<file path="src/sv/snpce_pkg.sv">
`timescale 1ns / 1ps
`default_nettype none
// ----------------------------------------------------------------------------
// snpce_pkg
// Shared constants, command codes and controller/datapath types of the
// SNP combination enumerator.
// ----------------------------------------------------------------------------
package snpce_pkg;

    localparam int SNP_COUNT      = 65536;
    localparam int IDS_PER_BUFFER = 4096;
    localparam int AW             = (SNP_COUNT > 1) ? $clog2(SNP_COUNT) : 1;
    localparam int FCW            = $clog2(IDS_PER_BUFFER + 1);

    localparam logic [1:0] CMD_LOAD  = 2'd0;
    localparam logic [1:0] CMD_NEXT  = 2'd1;
    localparam logic [1:0] CMD_ABORT = 2'd2;

    localparam logic [2:0] REG_ORDER = 3'd0;
    localparam logic [2:0] REG_RNG_A = 3'd1;
    localparam logic [2:0] REG_RNG_B = 3'd2;
    localparam logic [2:0] REG_RNG_C = 3'd3;
    localparam logic [2:0] REG_SKP_A = 3'd4;
    localparam logic [2:0] REG_SKP_B = 3'd5;
    localparam logic [2:0] REG_SKP_C = 3'd6;
    localparam logic [2:0] REG_MDIST = 3'd7;

    // Datapath evaluation of the current loop position
    typedef struct packed {
        logic a_end;     // outer loop exhausted
        logic b_end;     // middle loop exhausted
        logic c_end;     // inner loop exhausted
        logic a_skip;    // pair mode: a excluded
        logic ab_bad;    // (a,b) rejected (skip or distance)
        logic bc_bad;    // (b,c) rejected
        logic in_b;
        logic in_c;
        logic done;
        logic triple;
    } t_dp_status;

    // Controller commands to the datapath
    typedef struct packed {
        logic restart;
        logic load;      // write table entry
        logic rd_ab;     // read table at a and b
        logic rd_bc;     // read table at b and c
        logic enter_a;   // swaps, set b, set in_b
        logic adv_a;     // leave b loop, a++
        logic enter_b;   // set c, set in_c (triple)
        logic adv_b;     // b++ (clears in_c)
        logic adv_c;     // c++
        logic emit;      // deliver tuple from current indices
        logic fin;       // set done
    } t_dp_cmd;

endpackage : snpce_pkg
`default_nettype wire

</file>
<file path="src/sv/snpce_ctrl.sv">
`timescale 1ns / 1ps
`default_nettype none
// ----------------------------------------------------------------------------
// snpce_ctrl
// Controller of the enumerator: takes commands, steps the loops one move per
// cycle unless a result waits, waits for table reads and fills the output register.
// ----------------------------------------------------------------------------
module snpce_ctrl import snpce_pkg::*; (
    input  wire logic        i_clk,
    input  wire logic        i_rst_n,
    input  wire logic        i_cfg_we,
    input  wire logic        i_valid,
    output logic             o_ready,
    input  wire logic [1:0]  i_command,
    output logic             o_valid,
    input  wire logic        i_ready,
    input  wire t_dp_status  i_status,
    output t_dp_cmd          o_cmd
);
    typedef enum logic [4:0] {
        S_IDLE = 5'b00001,
        S_STEP = 5'b00010,
        S_RDAB = 5'b00100,
        S_RDBC = 5'b01000,
        S_OUT  = 5'b10000
    } t_state;

    t_state r_state, n_state;

    // Accept only when idle and no result is waiting
    assign o_ready = (r_state == S_IDLE);
    assign o_valid = (r_state == S_OUT);

    always_comb begin
        o_cmd = '0;
        n_state = r_state;
        o_cmd.restart = i_cfg_we;
        case (r_state)
            S_IDLE: begin
                if (i_valid) begin
                    case (i_command)
                        CMD_LOAD: o_cmd.load = 1'b1;
                        CMD_ABORT: begin
                            o_cmd.fin = 1'b1; n_state = S_OUT;
                        end
                        CMD_NEXT: begin
                            if (i_status.done) begin
                                o_cmd.fin = 1'b1; n_state = S_OUT;
                            end else begin
                                n_state = S_STEP;
                            end
                        end
                        default: ;
                    endcase
                end
            end
            S_STEP: begin
                if (!i_status.in_b) begin
                    if (i_status.a_end) begin
                        o_cmd.fin = 1'b1; n_state = S_OUT;
                    end else if (!i_status.triple && i_status.a_skip) begin
                        o_cmd.adv_a = 1'b1;
                    end else begin
                        o_cmd.enter_a = 1'b1;
                    end
                end else if (!i_status.triple || !i_status.in_c) begin
                    if (i_status.b_end) begin
                        o_cmd.adv_a = 1'b1;
                    end else begin
                        o_cmd.rd_ab = 1'b1; n_state = S_RDAB;
                    end
                end else begin
                    if (i_status.c_end) begin
                        o_cmd.adv_b = 1'b1;
                    end else begin
                        o_cmd.rd_bc = 1'b1; n_state = S_RDBC;
                    end
                end
            end
            S_RDAB: begin
                n_state = S_STEP;
                if (!i_status.triple) begin
                    o_cmd.adv_b = 1'b1;
                    if (!i_status.ab_bad) begin
                        o_cmd.emit = 1'b1; n_state = S_OUT;
                    end
                end else if (i_status.ab_bad) begin
                    o_cmd.adv_b = 1'b1;
                end else begin
                    o_cmd.enter_b = 1'b1;
                end
            end
            S_RDBC: begin
                n_state = S_STEP;
                o_cmd.adv_c = 1'b1;
                if (!i_status.bc_bad) begin
                    o_cmd.emit = 1'b1; n_state = S_OUT;
                end
            end
            S_OUT: begin
                if (i_ready) n_state = S_IDLE;
            end
            default: n_state = S_IDLE;
        endcase
        if (i_cfg_we) n_state = S_IDLE;
    end

    always_ff @(posedge i_clk) begin
        if (!i_rst_n) begin
            r_state <= S_IDLE;
        end else begin
            r_state <= n_state;
        end
    end
endmodule : snpce_ctrl
`default_nettype wire

</file>
<file path="config.mk">
export PLATFORM = sky130hd
export DESIGN_NAME = snpce_ctrl
export DESIGN_NICKNAME = d
export VERILOG_FILES = /design/src/sv/snpce_pkg.sv /design/src/sv/snpce_ctrl.sv
export SDC_FILE = /design/constraint.sdc
export NUM_CORES = 1
export LEC_CHECK = 0
export BUFFER_PORTS_ARGS = -buffer_cell sky130_fd_sc_hd__buf_2
export CAP_MARGIN = 20
export CORE_AREA = 3 3 40 42
export DETAILED_ROUTE_END_ITERATION = 10
export DIE_AREA = 0 0 43 45
export GPL_TIMING_DRIVEN = 0
export PLACE_DENSITY = 0.73
export REMOVE_ABC_BUFFERS = 1
export SLEW_MARGIN = 20
export SYNTH_ARGS = -nofsm -noshare
export SYNTH_HDL_FRONTEND = slang
export SYNTH_SLANG_ARGS = --single-unit
</file>
<file path="constraint.sdc">
create_clock -name i_clk -period 3.2 [get_ports i_clk]
set_input_delay 0.32 -clock i_clk [delete_from_list [all_inputs] [get_ports i_clk]]
set_output_delay 0.32 -clock i_clk [all_outputs]
set_load 0.02 [all_outputs]
</file>
# ---- Word level (Yosys, flattened, before mapping)
# Cells that the tools add are included.
dict set report classes {
  bitwise_logic 1
  muxes 48
  n_eq_ne 13
  n_reduce_logical 7
}
# operator n
set op_table {}
lappend op_table {{5-bit 2-to-1 mux} 11}
lappend op_table {{1-bit 2-to-1 mux} 28}
lappend op_table {{5-bit one-hot mux with 5 select lines} 1}
lappend op_table {{5-bit one-hot mux with 2 select lines} 1}
lappend op_table {{4-bit != test, second input constant} 2}
lappend op_table {{1-bit one-hot mux with 2 select lines} 4}
lappend op_table {{6-bit AND reduction} 1}
lappend op_table {{5-bit by 1-bit == test with 1-bit output, second input constant} 1}
lappend op_table {{5-bit by 2-bit == test with 1-bit output, second input constant} 1}
lappend op_table {{5-bit by 3-bit == test with 1-bit output, second input constant} 1}
lappend op_table {{5-bit by 4-bit == test with 1-bit output, second input constant} 1}
lappend op_table {{5-bit == test, second input constant} 1}
lappend op_table {{2-bit 2-to-1 mux} 2}
lappend op_table {{4-bit 2-to-1 mux} 1}
lappend op_table {{3-bit by 1-bit != test with 1-bit output, second input constant} 1}
lappend op_table {{3-bit != test, second input constant} 1}
lappend op_table {{2-bit by 1-bit == test with 1-bit output, second input constant} 1}
lappend op_table {{2-bit == test, second input constant} 1}
lappend op_table {{1-bit logical NOT} 2}
lappend op_table {{2-bit logical NOT} 1}
lappend op_table {{2-bit by 1-bit != test with 1-bit output, second input constant} 1}
lappend op_table {{2-bit != test, second input constant} 1}
lappend op_table {{2-bit OR reduction} 1}
lappend op_table {{1-bit logical AND} 1}
lappend op_table {{other kinds (2)} 2}
dict set report totals {
  ff_bits 5
  out_inout_bits 13
  wordCells 70
  input_bits 17
}

# ---- Logic depth before layout (Yosys ltp)
# Gate-level depths: netlist of run 1.
dict set report depth {
  ltp_word 6
  mapped_depth 6
  depth_no_buf 6
}

# ---- Worst setup path after synthesis of run 1
# OpenSTA, ideal clock, no wires.
dict set report synth_timing {
  path_kind {reg-to-output}
  startpoint {register r_state[2]}
  endpoint {output o_cmd[7] (netlist bit)}
  t_arrival_ns 1.571
  path_stages_with_launch 5
  path_buffers 0
  slack_ns 1.309
  required_time_ns 2.880
  cell_sequence {dfxtp_1 -> or3_4 -> nor2_1 -> nand2_1 -> nor3_1}
}
# element line_no
set synth_rtl {}
lappend synth_rtl {{start: declaration} snpce_ctrl.sv:28} ;# t_state r_state, n_state;
lappend synth_rtl {{start signal: assignment} snpce_ctrl.sv:112} ;# r_state <= n_state;
lappend synth_rtl {{end: declaration} snpce_ctrl.sv:18} ;# output t_dp_cmd o_cmd

==> metrics, run 1 <==
setup total negative slack=0 ns; CP startpoint kind=flop; Initial Util=0.414; Slew Limit Fails=0; worst path required time=approximately 2.9 ns; GPL Wtd Cong=~0.77; final hold vios=0; Worst-path clk slew=~0.040 ns; min cycle time layout=about 2.1 ns; largest net degree at the start of global routing=8; area grow syn2layout=33.4%; number of global-route vias before repair=approximately 610; H-tree levels=1; Clock Tree Root=clkbuf_4; clk_lat worst skew=between 0.2 and 0.25 ns; synthesized flop and latch total=5; nature of the critical path endpoint=output pin; top flop regs=r_state x5; final setup vio count=0; post-synth top area cell=dfxtp_1; post_cts resized=0; Hold Crit Class=in2reg; DP HPWL=1190 um; LEAKAGE=around 0.37 nW; post-route clock period utilization=0.660; clk sink count=5; DR vias/cell=between 5 and 6; Mapped Cells=74; Avg Inst Size Synth=slightly above 7 um2; die area=~1900 um2; Final Net Count=126; Total GRT Usage=0.148; Main synth FF type=dfxtp_1; Post-Syn Area=532 um2; CP arrival=between 1.5 and 2 ns; share of the synthesized area in the top cell type=0.188; post-synth cell types=27; top-level I/O count=30; IR drop worst, VDD=approximately 0.28 mV; CP peak stage delay=0.43 ns; chip height=between 40 and 50 um; Initial DRT Pass Iterations=4; Rows=13; Async SR Flop Fraction=0; fmax=approximately 470 MHz; Inserted Clock Buffers=3; most frequent cells after synthesis=8 x nand2_1, 7 x nor2_1, 7 x o21ai_0; clk buf depth=2; setup bufs post-CTS=0; CP Max Fanout=6; GR Util met2=0.284; GR Util met3=0.0438; DP Worst Slack=~1.4 ns; Antenna Nets Post-Route=0; CTS tree=built; M1 GR Usage=0.157; Filler cells=roughly 120; DRC errors left=0; Slowest cell on crit path=or3_4; cell with the most instances after synthesis=nand2_1; Rel. slew slack=0.739; flip-flop count of the largest register after layout=5; clk_skew=approximately 0.0049 ns; grt peak-use layer=met2; critical-path cell list=or3_4, nor2_1, nand2_1, nor3_1, buf_2; EDFF count, synth=0; worst slew pin tran=approximately 0.39 ns; status=finished, final reports clean; RSZ-0062 raised after global routing=no; share of the yosys chip area belonging to registers=0.188; Biggest register=r_state; via count=~660; WS Path Type=reg2out; drt initial violations=10; final setup margin=between 1 and 1.5 ns; Area contributors post-synth=dfxtp_1 19%, ha_1 7.1%, o21ai_0 6.6%, nand2b_1 5.9%, nand2_1 5.6%; first-pass GRT wire length=about 2200 um; port bufs=29; post-DR wirelength/cell=11.7 um; Warnings, synthesis=0; pwr dens=around 280 nW/um2; Die X=43 um; Total Wirelength=1400 um; cts hold-fix bufs=0; ANT cells=0; layout cells sized above 1=0.343; initial antenna violation count=0; total grt overflow=0; Max Cap Viol=0; core area=between 1000 and 1500 um2
layer usage:
| metal | part of all wire | vias to the layer above |
|---|---|---|
| met5 | 0 | - |
| met2 | 0.49 | 28 |
| met4 | 0 | 0 |
| met1 | 0.42 | 303 |
| li1 | - | 331 |
| met3 | 0.087 | 0 |
cell type report:
| cell class | instances | area [um2] | share of cell area |
|---|---|---|---|
| clock buffer | 4 | 26.3 | 0.0370 |
| inverter | 5 | 18.8 | 0.0265 |
| timing repair buffer | 29 | 145 | 0.205 |
| tap | 15 | 18.8 | 0.0265 |
| multi-input combinational | 62 | 400 | 0.564 |
| sequential | 5 | 100 | 0.141 |
worst paths after layout:
check                           slack (ns)         from          to  cells past startpoint
worst min register to register        0.60   r_state[4]  r_state[0]                      2
worst max-delay path                  1.09   r_state[2]    o_cmd[8]                      5
worst min-delay path                  0.29  i_status[8]  r_state[2]                      2
worst max register to register        1.51   r_state[2]  r_state[1]                      5
per-stage QoR:
stage / cells / utilization / hold slack [ns] / instance area (um2) / power, mW
final: 120 / 0.552 / 0.294 / 709 / 0.202
after global routing: 120 / 0.552 / 0.294 / 709 / 0.215
after CTS: 120 / 0.552 / 0.284 / 709 / 0.203
after detailed placement: 116 / 0.532 / 0.526 / 683 / 0.133
after global placement: 116 / 0.532 / 0.527 / 683 / 0.131
after floorplan: 72 / - / 0.399 / 519 / 0.108
critical path: cells and delay by family, from the launching register on:
kind	cells	cell delay, ns
buf+inv	1	0.19
flops	1	0.34
simple gates	4	1.04
cells by family after synthesis:
logic type,count (synthesis),share of synthesized area
and+or+nand+nor,42,0.456
buffers and inverters,7,0.0588
AOI/OAI and AO/OA,16,0.209
adders and majority gates,3,0.0706
xor gates and xnor gates,1,0.0165
DFF,5,0.188
placed cells by master, fill, tap and decap left out, types with 2 or more instances in the layout:
cell type / synthesis / final
nor2b_1: 2 / 2
buf_2: 1 / 29
nor2_1: 7 / 7
dfxtp_1: 5 / 5
o21ai_0: 7 / 7
a21oi_1: 3 / 3
clkbuf_4: 0 / 3
nand2_1: 8 / 8
nor4_1: 4 / 4
and3_1: 3 / 3
nor3_1: 4 / 4
ha_1: 3 / 3
nand4_1: 3 / 3
inv_1: 5 / 5
nand2b_1: 5 / 5
a2bb2oi_1: 2 / 2
report_power, final:
group	switching [mW]	total, mW	internal [mW]
clock	0.0225	0.0694	0.0469
sequential	0.00449	0.0696	0.0651
combinational	0.0343	0.0626	0.0283
No activity file was read; power rests on OpenSTA's default activity.
==> inputs of run 2 (changes only) <==
--- a/config.mk
+++ b/config.mk
@@ -7,9 +7,9 @@
 export LEC_CHECK = 0
 export BUFFER_PORTS_ARGS = -buffer_cell sky130_fd_sc_hd__buf_2
 export CAP_MARGIN = 20
-export CORE_AREA = 3 3 40 42
+export CORE_MARGIN = 3
+export CORE_UTILIZATION = 38
 export DETAILED_ROUTE_END_ITERATION = 10
-export DIE_AREA = 0 0 43 45
 export GPL_TIMING_DRIVEN = 0
 export PLACE_DENSITY = 0.73
 export REMOVE_ABC_BUFFERS = 1
==> constraint.sdc (replaced) <==
create_clock -name i_clk -period 1.7 [get_ports i_clk]
set_input_delay 0.17 -clock i_clk [delete_from_list [all_inputs] [get_ports i_clk]]
set_output_delay 0.17 -clock i_clk [all_outputs]
set_load 0.02 [all_outputs]
==> run 2 against run 1 <==
Compared with the run above:
- the flow now finishes with violations (negative setup slack)
- via count increased by 4.4%
- design area grew 14%
- worst setup slack got worse by 1.1 ns
- wire length grew 14%
- largest cell class unchanged
==> metrics, run 2 (synthesis results as in run 1) <==
status=finished with violations; violated checks=negative setup slack; CP Max Fanout=4; clk_skew=between 0.0007 and 0.0008 ns; worst hold slack=between 0.1 and 0.15 ns; flip-flop count of the largest register after layout=5; area of the multi-input gates=between 400 and 500 um2; largest net degree at the start of global routing=8; area grow syn2layout=51.5%; clk_lat worst skew=~0.24 ns; worst slew pin tran=roughly 0.42 ns; post-route clock period utilization=1.03; Rows=12; worst path required time=approximately 1.5 ns; register area=104 um2; Total Wirelength=about 1600 um; final hold vios=0; Filler cells=about 120; fraction of power spent switching nets=0.308; Hold Crit Class=in2reg; Initial Util=0.443; CTS tree=built; net switching power=0.125 mW; Worst-path clk slew=about 0.04 ns; LEAKAGE=around 0.4 nW; min cycle time layout=1.74 ns; clk buf depth=2; Initial DRT Pass Iterations=4; RSZ-0062 raised after global routing=yes; number of global-route vias before repair=roughly 620; die area=about 1900 um2; ANT cells=0; GPL Wtd Cong=0.759; clk sink count=5; Final Net Count=~130; DP HPWL=approximately 1200 um; Total GRT Usage=0.172; H-tree levels=1; Die X=between 40 and 50 um; sequential share of power=0.319; setup total negative slack=-0.139 ns; core area=1200 um2; most frequent cells in the layout=22 x buf_2, 10 x buf_4, 7 x nand2_1, 6 x nor2_1, 6 x o21ai_0; IR drop worst, VDD=between 0.5 and 0.6 mV; fmax=about 570 MHz; first-pass GRT wire length=between 2000 and 3000 um; top-level I/O count=30; Slew Limit Fails=0; top flop regs=r_state x5; final setup margin=-0.0445 ns; final setup vio count=6; Clk pwr share=0.327; WS Path Type=reg2out; Max Cap Viol=0; total grt overflow=0; commonest non-fill, non-tap cell in the layout=buf_2; CP startpoint kind=flop; Biggest register=r_state; drt initial violations=16; pwr dens=roughly 500 nW/um2; Logic pwr share=0.354; layout cells sized above 1=0.423; initial antenna violation count=0; port bufs=29; Inserted Clock Buffers=3; DR vias/cell=~5.5; Rel. slew slack=0.720; via count=691; post-DR wirelength/cell=12.8 um; Antenna Nets Post-Route=0; Int Pwr=between 0.2 and 0.3 mW; DRC errors left=0; nature of the critical path endpoint=output pin; CP arrival=roughly 1.6 ns; chip height=roughly 43 um; Clock Tree Root=clkbuf_4
==> run 2: worst max-delay path, cell delays in order, from the launching register on <==
cell	delay, ns
dfxtp_4	0.34
or3_4	0.42
nor3b_4	0.26
nand4b_1	0.12
nand2_1	0.09
buf_6	0.12
==> run 2: power by group through the flow <==
stage	Clock, mW	Combinational [mW]	Sequential, mW
final	0.133	0.144	0.129
after global routing	0.148	0.158	0.130
after CTS	0.138	0.129	0.129
after detailed placement	0	0.117	0.133
after global placement	0	0.114	0.133
after floorplan	0	0.0723	0.131
==> run 2: stage by stage <==
stage	cells	instance area [um2]	utilization	setup slack (ns)	total power [mW]
2_1_floorplan	72	519	-	-0.0413	0.203
3_3_place_gp	115	682	0.568	0.0168	0.247
3_5_place_dp	115	682	0.568	0.0100	0.250
4_1_cts	123	776	0.646	-0.0615	0.396
5_1_grt	125	806	0.671	-0.127	0.436
6_report	125	806	0.671	-0.0445	0.406
==> run 2: worst paths after layout <==
path	depth (start not counted)	endpoint	start	slack, ns
worst max register to register	6	r_state[1]	r_state[3]	0.09
worst min-delay path	2	r_state[3]	i_status[7]	0.14
worst max-delay path	5	o_cmd[0]	r_state[3]	-0.04
worst min register to register	2	r_state[0]	r_state[4]	0.60
==> run 2: what timing repair did <==
item                       4_1_cts  5_1_grt
hold buffers                     0        0
setup endpoints to repair        7       11
pin swaps                        8        5
setup buffers                    4        2
resized for setup               13        5
==> run 2: layout make-up <==
cell class | instances | area share
Sequential cell | 5 | 0.129
Timing Repair Buffer | 35 | 0.272
Inverter | 5 | 0.0233
Multi-Input combinational cell | 62 | 0.522
Tap cell | 14 | 0.0217
Clock buffer | 4 | 0.0326
==> run 2: per-layer routing <==
| metal | up-vias | track usage | share of wire |
|---|---|---|---|
| met5 | - | 0 | 0 |
| met4 | 0 | 0 | 0 |
| met3 | 0 | 0.0622 | 0.076 |
| met2 | 29 | 0.322 | 0.53 |
| met1 | 322 | 0.197 | 0.39 |
| li1 | 340 | - | - |
==> inputs of run 3 (changes only) <==
--- a/config.mk
+++ b/config.mk
@@ -8,10 +8,11 @@
 export BUFFER_PORTS_ARGS = -buffer_cell sky130_fd_sc_hd__buf_2
 export CAP_MARGIN = 20
 export CORE_MARGIN = 3
-export CORE_UTILIZATION = 38
+export CORE_UTILIZATION = 40
+export CTS_BUF_LIST = sky130_fd_sc_hd__clkbuf_8
 export DETAILED_ROUTE_END_ITERATION = 10
 export GPL_TIMING_DRIVEN = 0
-export PLACE_DENSITY = 0.73
+export PLACE_DENSITY = 0.77
 export REMOVE_ABC_BUFFERS = 1
 export SLEW_MARGIN = 20
 export SYNTH_ARGS = -nofsm -noshare
==> run 3 against run 2 <==
Compared with the run above:
- the flow still finishes with violations (negative setup slack)
- via count grew 0.29%
- clock power grew 61%
- maximum frequency about the same
- die area down 4.3%
- final cell count did not move
- wire length decreased by 1.0%
- clock skew is 0.0011 ns higher
- largest power group is now the clock network
==> metrics, run 3 (synthesis results as in run 1) <==
drt initial violations=20; fmax=around 570 MHz; IR drop worst, VDD=between 0.5 and 0.6 mV; WS Path Type=reg2out; violated checks=negative setup slack; clk_lat worst skew=0.22 ns; Inserted Clock Buffers=3; LEAKAGE=0.414 nW; Total GRT Usage=0.184; clk sink count=5; DR vias/cell=5.54; initial antenna violation count=0; final setup margin=-0.0435 ns; worst r2r dst=r_state[4]; flip-flop count of the largest register after layout=5; commonest non-fill, non-tap cell in the layout=buf_2; ANT cells=0; RSZ-0062 raised after global routing=yes; nature of the critical path endpoint=output pin; Hold Crit Class=in2reg; worst hold slack=around 0.15 ns; clk_skew=about 0.0018 ns; chip height=roughly 42 um; area of the multi-input gates=between 400 and 500 um2; DP HPWL=1120 um; Die X=between 40 and 50 um; DRC errors left=0; Slew Limit Fails=0; Rel. slew slack=0.745; CP startpoint kind=flop; Final Net Count=approximately 130; Worst-path clk slew=0.03 ns; CP peak stage delay=0.42 ns; Initial DRT Pass Iterations=4; Critical Path Sink=o_cmd[3]; register area=approximately 110 um2; Util after Layout=0.708; hold path cells=2; FF-to-FF setup slack=0.06 ns; Inst Count DP=115; top flop regs=r_state x5; Antenna Nets Post-Route=0; r2r startpoint=r_state[2]; worst slew pin tran=between 0.3 and 0.4 ns; core area=~1200 um2; via count=693; top-level I/O count=30; die area=~1800 um2; Filler cells=between 90 and 100; Clock Tree Root=clkbuf_8; M1 GR Usage=0.207; pwr dens=approximately 580 nW/um2; Design Power=0.478 mW; first-pass GRT wire length=2570 um; critical path startpoint=r_state[2]; largest net degree at the start of global routing=8; layout cells sized above 1=0.441; GPL Wtd Cong=slightly below 0.8; GR Util met2=0.337; number of global-route vias before repair=approximately 630; CP arrival=~1.6 ns; Total Wirelength=1590 um; worst reg-to-reg path cell count=6; Biggest register=r_state; Max Cap Viol=0; post-DR wirelength/cell=about 13 um; non-filler cells, final=roughly 130; critical-path cell list=or3_4, nor2_4, nand4_1, nand2_1, buf_6; GR Util met3=0.0515; min cycle time layout=between 1.5 and 2 ns; final hold vios=0; worst path required time=around 1.5 ns; final setup vio count=4; total grt overflow=0; Initial Util=0.454; most frequent cells in the layout=23 x buf_2, 8 x buf_4, 7 x nand2_1, 6 x inv_1, 6 x nor2_1; Rows=12; H-tree levels=1; post-route clock period utilization=1.03; port bufs=29; grt peak-use layer=met2; status=finished with violations; area grow syn2layout=56.0%; Slowest cell on crit path=or3_4; CTS tree=built; CP Max Fanout=6; clk buf depth=2
run 3: per-stage QoR:
step | setup WS (ns) | TNS (ns) | cell area, um2
4_1_cts | -0.0313 | -0.0516 | 792
5_1_grt | -0.119 | -0.618 | 830
6_report | -0.0435 | -0.0894 | 830
3_3_place_gp | 0.0227 | 0 | 682
2_1_floorplan | -0.0413 | -0.0827 | 519
3_5_place_dp | 0.0108 | 0 | 682
run 3: worst min path at each step:
stage / end / slack, ns / startpoint
after global placement: r_state[2] / 0.38 / i_status[8]
after floorplan: r_state[2] / 0.25 / i_status[8]
after detailed placement: r_state[2] / 0.37 / i_status[8]
final: r_state[2] / 0.15 / i_status[8]
after CTS: r_state[3] / 0.13 / i_status[7]
after global routing: r_state[3] / 0.16 / i_status[7]
run 3: layer usage:
layer  vias up  routed length (um)
met1       318                 637
met3         0                 137
met5         -                   0
met2        32                 809
li1        343                   -
met4         0                   0
run 3: power by group:
part | switching [mW] | internal, mW
Clock | 0.0588 | 0.155
Combinational | 0.0699 | 0.0639
Sequential | 0.00919 | 0.121
Total | 0.138 | 0.340
run 3: critical path: cells and delay by family (launching register included):
family        cells  cell delay, ns
buf+inv           1            0.12
flops             1            0.32
simple gates      4            0.92
run 3: repair_timing:
action,4_1_cts,5_1_grt
gates resized for setup,11,10
hold endpoints to repair,0,0
buffers inserted,5,1
setup endpoints to repair,7,10
pin swaps,8,12
hold buffers,0,0
run 3: final cells by class:
cell class / count / share of cell area
sequential: 5 / 0.127
timing repair buffer: 35 / 0.265
inverter: 5 / 0.0226
clock buffer: 3 / 0.0498
tap: 14 / 0.0211
multi-input combinational: 62 / 0.510
clock inverter: 1 / 0.00452
